### config.mk
export PLATFORM = sky130hd
export DESIGN_NAME = five_band_slew_filter_eq
export DESIGN_NICKNAME = d
export VERILOG_FILES = /design/src/fbse_pkg.sv /design/src/five_band_slew_filter_eq.sv
export SDC_FILE = /design/constraint.sdc
export NUM_CORES = 2
export LEC_CHECK = 0
export BUFFER_PORTS_ARGS = -buffer_cell sky130_fd_sc_hd__buf_2
export CAP_MARGIN = 20
export CORE_MARGIN = 2
export CORE_UTILIZATION = 40
export CTS_CLUSTER_SIZE = 16
export DETAILED_ROUTE_END_ITERATION = 16
export SYNTH_ARGS = -nofsm -noshare
export SYNTH_HDL_FRONTEND = slang
export SYNTH_SLANG_ARGS = --single-unit
### constraint.sdc
create_clock -name clk -period 12.8 [get_ports clk]
set_clock_uncertainty 0.15 [all_clocks]
set_input_delay 1.92 -clock clk [delete_from_list [all_inputs] [get_ports clk]]
set_output_delay 1.92 -clock clk [all_outputs]
set_load 0.01 [all_outputs]
### src/fbse_pkg.sv
// Package for the five-band slew filter equalizer.
// Shared constants, the band coefficient table and a saturation helper.
// No dependencies.
package fbse_pkg;

  localparam int NUM_BANDS = 5;
  localparam int POLE_PAIRS_DEF = 4;
  localparam int SAMPLE_W = 24;
  localparam int STATE_W = 32;
  localparam int GAIN_W = 15;
  localparam int RATE_W = 16;
  localparam int MIX_W = 56;

  // register indexes (byte address / 4)
  localparam logic [2:0] REG_TOP   = 3'd0;
  localparam logic [2:0] REG_BAND5 = 3'd5;
  localparam logic [2:0] REG_RATE  = 3'd6;

  localparam logic [GAIN_W-1:0] GAIN_RESET = 15'd16384;
  localparam logic [RATE_W-1:0] RATE_RESET = 16'd27761;

  // band constants 0.564^c in Q0.16
  function automatic logic [15:0] band_k(input logic [2:0] b);
    case (b)
      3'd0: band_k = 16'd40278;
      3'd1: band_k = 16'd22075;
      3'd2: band_k = 16'd6262;
      3'd3: band_k = 16'd1881;
      3'd4: band_k = 16'd797;
      default: band_k = 16'd0;
    endcase
  endfunction

  function automatic logic signed [STATE_W-1:0] sat32(input logic signed [MIX_W-1:0] v);
    if (v > $signed({{(MIX_W-STATE_W){1'b0}}, 1'b0, {(STATE_W-1){1'b1}}}))
      sat32 = {1'b0, {(STATE_W-1){1'b1}}};
    else if (v < $signed({{(MIX_W-STATE_W){1'b1}}, 1'b1, {(STATE_W-1){1'b0}}}))
      sat32 = {1'b1, {(STATE_W-1){1'b0}}};
    else
      sat32 = v[STATE_W-1:0];
  endfunction

endpackage

### src/five_band_slew_filter_eq.sv
// Five-band slew filter equalizer, top level.
// A new input sample is taken only in idle, once the last result is loaded
// into the output register. The single shared 35x18 multiplier walks every
// stage in turn, through the states RD, F, A, B, C, D, G and H.
// Reset (rst, synchronous): gains to 1.0, rate_base to 27761, all stage
// state reads as zero at once through per-entry valid bits.
module five_band_slew_filter_eq
  import fbse_pkg::*;
#(
  parameter int POLE_PAIRS = POLE_PAIRS_DEF
) (
  input  logic        clk,
  input  logic        rst,
  input  logic        s_tvalid,
  output logic        s_tready,
  input  logic [23:0] s_tdata,   // [23:0] sample_in
  output logic        m_tvalid,
  input  logic        m_tready,
  output logic [23:0] m_tdata,   // [23:0] sample_out
  input  logic        psel,
  input  logic        penable,
  input  logic        pwrite,
  input  logic [4:0]  paddr,
  input  logic [31:0] pwdata,
  output logic [31:0] prdata,
  output logic        pready
);

  localparam int STAGES = NUM_BANDS * POLE_PAIRS;
  localparam int ADDR_W = (STAGES > 1) ? $clog2(STAGES) : 1;
  localparam int PASS_W = (POLE_PAIRS > 1) ? $clog2(POLE_PAIRS) : 1;
  localparam int PROD_W = 53;

  localparam logic [3:0] ST_IDLE = 4'd0;
  localparam logic [3:0] ST_RD   = 4'd1;
  localparam logic [3:0] ST_F    = 4'd2;
  localparam logic [3:0] ST_A    = 4'd3;
  localparam logic [3:0] ST_B    = 4'd4;
  localparam logic [3:0] ST_C    = 4'd5;
  localparam logic [3:0] ST_D    = 4'd6;
  localparam logic [3:0] ST_G    = 4'd7;
  localparam logic [3:0] ST_H    = 4'd8;
  localparam logic [3:0] ST_L    = 4'd9;
  localparam logic [3:0] ST_LA   = 4'd10;
  localparam logic [3:0] ST_MIX  = 4'd11;
  localparam logic [3:0] ST_OUT  = 4'd12;

  // ---------------- configuration registers ----------------
  logic [GAIN_W-1:0] gain [NUM_BANDS+1];  // index 0 = top band
  logic [RATE_W-1:0] rate_base;
  logic              cfg_we;
  logic [2:0]        cfg_idx;

  assign pready  = 1'b1;
  assign cfg_we  = psel && penable && pwrite;
  assign cfg_idx = paddr[4:2];

  always_ff @(posedge clk) begin
    if (rst) begin
      for (int i = 0; i <= NUM_BANDS; i++) gain[i] <= GAIN_RESET;
      rate_base <= RATE_RESET;
    end else if (cfg_we) begin
      if (cfg_idx <= REG_BAND5) gain[cfg_idx] <= pwdata[GAIN_W-1:0];
      else if (cfg_idx == REG_RATE) rate_base <= pwdata[RATE_W-1:0];
    end
  end

  always_comb begin
    if (cfg_idx <= REG_BAND5) prdata = {17'd0, gain[cfg_idx]};
    else if (cfg_idx == REG_RATE) prdata = {16'd0, rate_base};
    else prdata = 32'd0;
  end

  // ---------------- stage state memory ----------------
  // each entry holds {slew, value}; valid bits stand in for the reset clear
  logic [2*STATE_W-1:0] mem [STAGES];
  logic [STAGES-1:0]    mem_vld;
  logic [2*STATE_W-1:0] rd_data;
  logic                 rd_vld;
  logic                 mem_we;
  logic [2*STATE_W-1:0] wr_data;

  logic [3:0]              state;
  logic [PASS_W-1:0]       pass_cnt;
  logic [2:0]              band_cnt;
  logic [ADDR_W-1:0]       addr;

  always_ff @(posedge clk) begin
    if (mem_we) mem[addr] <= wr_data;
    rd_data <= mem[addr];
  end

  always_ff @(posedge clk) begin
    if (rst) begin
      mem_vld <= '0;
      rd_vld  <= 1'b0;
    end else begin
      rd_vld <= mem_vld[addr];
      if (mem_we) mem_vld[addr] <= 1'b1;
    end
  end

  // ---------------- datapath registers ----------------
  logic signed [STATE_W-1:0] x0;        // pass input (running result)
  logic signed [STATE_W-1:0] xs;        // current stage input
  logic signed [STATE_W-1:0] p, s;      // kept value and slew
  logic        [16:0]        f;         // stage coefficient
  logic signed [STATE_W-1:0] slew_n;
  logic signed [PROD_W-1:0]  t1;
  logic signed [STATE_W-1:0] out_prev;  // last stage output
  logic signed [STATE_W:0]   diff;      // band difference
  logic signed [MIX_W-1:0]   mix;
  logic signed [PROD_W-1:0]  prod;
  logic signed [34:0]        mul_a;
  logic signed [17:0]        mul_b;

  // shared multiplier, product registered
  always_comb begin
    mul_a = '0;
    mul_b = '0;
    case (state)
      ST_RD: begin
        mul_a = {19'd0, rate_base};
        mul_b = {2'd0, band_k(band_cnt)};
      end
      ST_A: begin
        mul_a = 35'(xs) - 35'(p) + 35'(s);
        mul_b = {1'b0, f};
      end
      ST_B: begin
        mul_a = 35'(xs);
        mul_b = {1'b0, f};
      end
      ST_C: begin
        mul_a = 35'(p) + 35'(s);
        mul_b = 18'sd65536 - $signed({1'b0, f});
      end
      ST_G: begin
        mul_a = 35'(diff);
        mul_b = {3'd0, gain[band_cnt]};
      end
      ST_L: begin
        mul_a = 35'(out_prev);
        mul_b = {3'd0, gain[NUM_BANDS]};
      end
      default: begin
        mul_a = '0;
        mul_b = '0;
      end
    endcase
  end

  always_ff @(posedge clk) prod <= PROD_W'(mul_a * mul_b);

  // rounded stage results, half up
  logic signed [PROD_W-1:0]  coef_r;
  logic signed [PROD_W-1:0]  slew_r;
  logic signed [PROD_W:0]    val_r;
  logic signed [STATE_W-1:0] val_sat;
  logic signed [MIX_W-1:0]   mix_r;
  logic signed [STATE_W-1:0] acc_new;
  logic signed [STATE_W:0]   out_r;
  logic [SAMPLE_W-1:0]       out_sat;
  logic                      last_band;
  logic                      last_pass;

  assign coef_r  = (prod + PROD_W'(32768)) >>> 16;
  assign slew_r  = (prod + PROD_W'(65536)) >>> 17;
  assign val_r   = ((PROD_W+1)'(t1) + (PROD_W+1)'(prod) + (PROD_W+1)'(32768)) >>> 16;
  assign val_sat = sat32(MIX_W'(val_r));
  assign mix_r   = (mix + MIX_W'(8192)) >>> 14;
  assign acc_new = sat32(mix_r);
  assign out_r   = ((STATE_W+1)'(x0) + (STATE_W+1)'(64)) >>> 7;
  assign last_band = (band_cnt == 3'(NUM_BANDS - 1));
  assign last_pass = (pass_cnt == PASS_W'(POLE_PAIRS - 1));

  always_comb begin
    if (out_r > (STATE_W+1)'(8388607)) out_sat = 24'h7FFFFF;
    else if (out_r < -(STATE_W+1)'(8388608)) out_sat = 24'h800000;
    else out_sat = out_r[SAMPLE_W-1:0];
  end

  assign mem_we   = (state == ST_D);
  assign wr_data  = {slew_n, val_sat};
  assign s_tready = (state == ST_IDLE);

  // ---------------- sequencer ----------------
  always_ff @(posedge clk) begin
    if (rst) begin
      state    <= ST_IDLE;
      pass_cnt <= '0;
      band_cnt <= '0;
      addr     <= '0;
      m_tvalid <= 1'b0;
    end else begin
      // drop the output request once taken, unless a new one loads now
      if (m_tvalid && m_tready && state != ST_OUT) m_tvalid <= 1'b0;
      case (state)
        ST_IDLE: begin
          if (s_tvalid) begin
            x0       <= STATE_W'($signed(s_tdata)) <<< 7;
            xs       <= STATE_W'($signed(s_tdata)) <<< 7;
            mix      <= '0;
            pass_cnt <= '0;
            band_cnt <= '0;
            addr     <= '0;
            state    <= ST_RD;
          end
        end
        ST_RD: state <= ST_F;
        ST_F: begin
          // take coefficient and the kept state of this stage
          f     <= coef_r[16:0];
          p     <= rd_vld ? rd_data[STATE_W-1:0] : '0;
          s     <= rd_vld ? rd_data[2*STATE_W-1:STATE_W] : '0;
          state <= ST_A;
        end
        ST_A: state <= ST_B;
        ST_B: begin
          slew_n <= sat32(MIX_W'(slew_r));
          state  <= ST_C;
        end
        ST_C: begin
          t1    <= prod;
          state <= ST_D;
        end
        ST_D: begin
          // band below the previous stage, or top band on the first stage
          if (band_cnt == 3'd0) diff <= (STATE_W+1)'(x0) - (STATE_W+1)'(val_sat);
          else diff <= (STATE_W+1)'(out_prev) - (STATE_W+1)'(val_sat);
          out_prev <= val_sat;
          xs       <= val_sat;
          state    <= ST_G;
        end
        ST_G: state <= ST_H;
        ST_H: begin
          mix <= mix + MIX_W'(prod);
          if (last_band) begin
            state <= ST_L;
          end else begin
            band_cnt <= band_cnt + 3'd1;
            addr     <= addr + ADDR_W'(1);
            state    <= ST_RD;
          end
        end
        ST_L: state <= ST_LA;
        ST_LA: begin
          mix   <= mix + MIX_W'(prod);
          state <= ST_MIX;
        end
        ST_MIX: begin
          x0       <= acc_new;
          xs       <= acc_new;
          mix      <= '0;
          band_cnt <= '0;
          if (last_pass) begin
            state <= ST_OUT;
          end else begin
            pass_cnt <= pass_cnt + PASS_W'(1);
            addr     <= addr + ADDR_W'(1);
            state    <= ST_RD;
          end
        end
        ST_OUT: begin
          // hold until the output register is free
          if (!m_tvalid || m_tready) begin
            m_tdata  <= out_sat;
            m_tvalid <= 1'b1;
            state    <= ST_IDLE;
          end
        end
        default: state <= ST_IDLE;
      endcase
    end
  end

`ifndef SYNTH
  a_addr_range: assert property (@(posedge clk) disable iff (rst)
    mem_we |-> (32'(addr) < STAGES))
    else $error("stage address beyond memory");

  a_pass_range: assert property (@(posedge clk) disable iff (rst)
    (32'(pass_cnt) < POLE_PAIRS) && (band_cnt < 3'(NUM_BANDS)))
    else $error("pass or band counter out of range");

  a_out_hold: assert property (@(posedge clk) disable iff (rst)
    (m_tvalid && !m_tready) |=> (m_tvalid && $stable(m_tdata)))
    else $error("stalled output request changed");

  a_write_once: assert property (@(posedge clk) disable iff (rst)
    mem_we |=> !mem_we)
    else $error("back-to-back stage writes");
`endif

endmodule
==> PnR_summary.wiki <==
{| class="wikitable"
! Metric !! Value
|-
| Critical path launch point type || flop
|-
| Starting density of the core || 0.4009
|-
| Gp weighted congestion || 0.9583
|-
| Synthesis Warnings || 0
|-
| Count of hold-fix buffers inserted at cts || 0
|-
| Overall track demand over capacity in global routing || 0.2287
|-
| Pin count of the biggest net entering global routing || 98
|-
| Yosys reg bits || 1947
|-
| Beginning of the critical path || p[1]
|-
| Data required time at the worst endpoint || 13370 ps
|-
| Number of port buffers || 91
|-
| Slew Viols, Final || 0
|-
| Commonest cells after routing, fill and taps aside || sky130_fd_sc_hd__edfxtp_1 (1775), sky130_fd_sc_hd__inv_1 (937), sky130_fd_sc_hd__nor2_1 (659), sky130_fd_sc_hd__fa_1 (626), sky130_fd_sc_hd__nand2_1 (620)
|-
| Hold Crit Depth || 2
|-
| Placed Cells incl. Taps || 11840
|-
| Routed len/inst || 25.97 um
|-
| Via count of the first global-routing pass || 71110
|-
| Min Tclk post-route || 11590 ps
|-
| Net count of the finished layout || 9539
|-
| Share of the yosys chip area belonging to registers || 0.5187
|-
| Delay of the slowest cell on the worst path || 1010 ps
|-
| Synth area leaders || sky130_fd_sc_hd__edfxtp_1 (49%), sky130_fd_sc_hd__fa_1 (11%), sky130_fd_sc_hd__mux4_2 (7.8%)
|-
| Post-synthesis async set-or-reset flop share || 0
|-
| Core area || 272900 um2
|-
| Violation count after the first detailed-routing iteration || 6897
|-
| Type of element capturing the critical path || flop
|-
| Die Y || 527.0 um
|-
| Synth area leader || sky130_fd_sc_hd__edfxtp_1
|-
| Min-Delay Path Class || flop to flop
|-
| Most frequent standard cell in the layout excluding fill and tap cells || sky130_fd_sc_hd__edfxtp_1
|-
| Cell Pwr Density || 162.3 nW/um2
|-
| I/O pin total || 127
|-
| Detailed Route WL || 317200 um
|-
| Worst Hold Path EP || mem_vld[6]
|-
| Worst IR Drop VDD || 0.1597 mV
|-
| Leak || 45.77 nW
|-
| Count of non-filler cells in the finished layout || 12210
|-
| Initial antenna violation count || 20
|-
| Number of unique standard cell types used by synthesis || 90
|-
| Actual slew at the worst max-slew pin || 1207 ps
|-
| Number of cells upsized or downsized after cts || 0
|-
| Placed cell areas || 114600 um2
|-
| Hold violation total from the final report || 0
|-
| CTS sink cnt || 1947
|-
| Maximum clock rate || 0.08626 GHz
|-
| Number of DRC violations after detailed routing || 0
|-
| Layout cells sized above 1 || 0.1336
|-
| Clock root cell || sky130_fd_sc_hd__clkbuf_16
|-
| Worst reg-to-reg path cell count || 39
|-
| Clock transition at the registers of the reported paths || 60 ps
|-
| Start point of the worst hold path || mem_vld[6]
|-
| Main flop type after synthesis || sky130_fd_sc_hd__edfxtp_1
|-
| Longest Clk Path Bufs || 3
|-
| Cell seen most often among critical-path stages || sky130_fd_sc_hd__fa_1
|-
| Detailed-route via count || 69000
|-
| Clock tree from TritonCTS || built
|-
| Endpoint of the most critical register-to-register path || prod[51]
|-
| Remaining global-route overflow || 0
|-
| First-pass iteration count of the detailed router || 8
|-
| Summed area of non-filler cells in the final layout || 121400 um2
|-
| Arrival time worst endpoint || 12160 ps
|-
| Row count || 192
|-
| Setup TNS || 0 ps
|-
| Die span in x || 527.0 um
|-
| CTS H-Tree Depth || 4
|-
| Number of instances in the synthesized netlist || 8322
|-
| Number of max-cap violations || 0
|-
| Reg-to-reg critical path startpoint || p[1]
|-
| Number of setup violations in the final report || 0
|-
| Setup bufs post-CTS || 0
|-
| Die Footprint || 277700 um2
|-
| Setup Crit Path Kind || flop to flop
|-
| Register-to-register setup slack || 1210 ps
|-
| Vias per inst || 5.650
|-
| Share of the synthesized area in the top cell type || 0.4872
|-
| RSZ-0062 raised after global routing || false
|-
| Average instance area after synthesis || 13.15 um2
|-
| Fin crit share || 0.9056
|-
| Cts bufs inserted || 198
|-
| Status || complete, no violations
|-
| Layout overhead on the synthesized area || 10.97%
|-
| Power, Total || 19.70 mW
|-
| Wire length of the first global-routing pass || 470000 um
|-
| Worst skew pair latency || 870 ps
|-
| Headroom to the max-slew limit || 0.1887
|-
| Critical-path cell with the highest stage delay || sky130_fd_sc_hd__o31ai_1
|-
| DP HPWL || 217800 um
|-
| Peak fanout along the critical path || 8
|-
| Number of synthesized flops with an enable pin || 1775
|-
| Summed instance area of the synthesized netlist || 109400 um2
|-
| Remaining antenna violation count || 0
|}
-- worst max-delay path by stage --
stage,endpoint,slack (ps),depth (start not counted)
after floorplan,f[0],1990,3
after global placement,prod[51],1500,41
after detailed placement,prod[52],1500,34
after CTS,prod[52],1400,34
after global routing,prod[51],750,39
final,prod[51],1210,39
-- cell type report --
type                            count  area, um2
Inverter                          938       3521
Clock buffer                      269       5535
Timing Repair Buffer              240       1615
Sequential cell                  1947      56760
Fill cell                       24500     151500
Clock inverter                    102       1236
Multi-Input combinational cell   5124      48240
Tap cell                         3589       4491
Antenna cell                        2      5.005
-- worst max-delay path: cells and delay by family, from the launching register on --
kind | cells | cell delay (ps)
AOI/OAI and AO/OA | 15 | 4170
xor gates and xnor gates | 1 | 110
adders and majority gates | 9 | 4230
and+or+nand+nor | 8 | 1730
buffers and inverters | 6 | 550
DFF | 1 | 470
-- logic make-up after synthesis --
logic type	Yosys count	synth area share
other	2	0.00006864
and+or+nand+nor	1905	0.07878
AOI/OAI and AO/OA	1248	0.07402
adders and majority gates	1022	0.1598
DFF	1947	0.5187
xor gates and xnor gates	322	0.02578
buffers and inverters	1296	0.04529
muxes	580	0.09758
-- synthesized netlist by cell type (all sizes together), types with 12 or more instances --
master  instances
and4           16
nor3           61
nand2b         66
ha            396
dfxtp         172
xnor2         181
nor2          666
o21ai         340
nand4          52
mux2i          89
and2          119
a221oi         20
a221o          18
fa            626
a21boi         12
nand2         621
a31oi          49
nand3         101
mux4          378
o21a           33
edfxtp       1775
buf            91
mux2          113
xor2          141
o21bai         43
o211ai         20
and3           57
or2            15
inv           938
a21oi         262
a41oi          12
a211oi         44
nor2b          56
a21o          172
a22oi         101
or3            29
clkbuf        267
nor4           13
-- registers in the layout, indices dropped and copies added (netlist names), named ones only --
signal	flops
mem	1280
gain	120
rd_data	64
mix	56
prod	53
t1	53
diff	33
out_prev	32
p	32
s	32
slew_n	32
x0	32
xs	32
m_tdata	24
mem_vld	20
f	17
rate_base	16
addr	5
state	4
band_cnt	3
pass_cnt	2
m_tvalid	1
rd_vld	1
-- layer usage --
layer	vias to the layer above	wire, um	global-route usage
met5	-	14	0
met4	2	14800	0.09834
met3	496	20380	0.02759
met2	2639	150100	0.3722
met1	35900	131800	0.3093
li1	29970	-	-
-- report_power, final --
| group | switching, mW | internal, mW | total, mW |
|---|---|---|---|
| Clock | 2.50 | 3.47 | 5.97 |
| Combinational | 3.73 | 1.97 | 5.70 |
| Sequential | 0.357 | 7.68 | 8.04 |
| Total | 6.59 | 13.1 | 19.7 |
-- stage by stage --
stage / utilization / hold WS, ps / setup slack (ps)
after floorplan: - / 284.8 / 1991
after global placement: 0.4200 / 294.4 / 1502
after detailed placement: 0.4200 / 304.1 / 1497
after CTS: 0.4448 / 318.0 / 1396
after global routing: 0.4449 / 336.7 / 750.0
final: 0.4449 / 318.9 / 1208
Power figures use the tool's default switching activity.
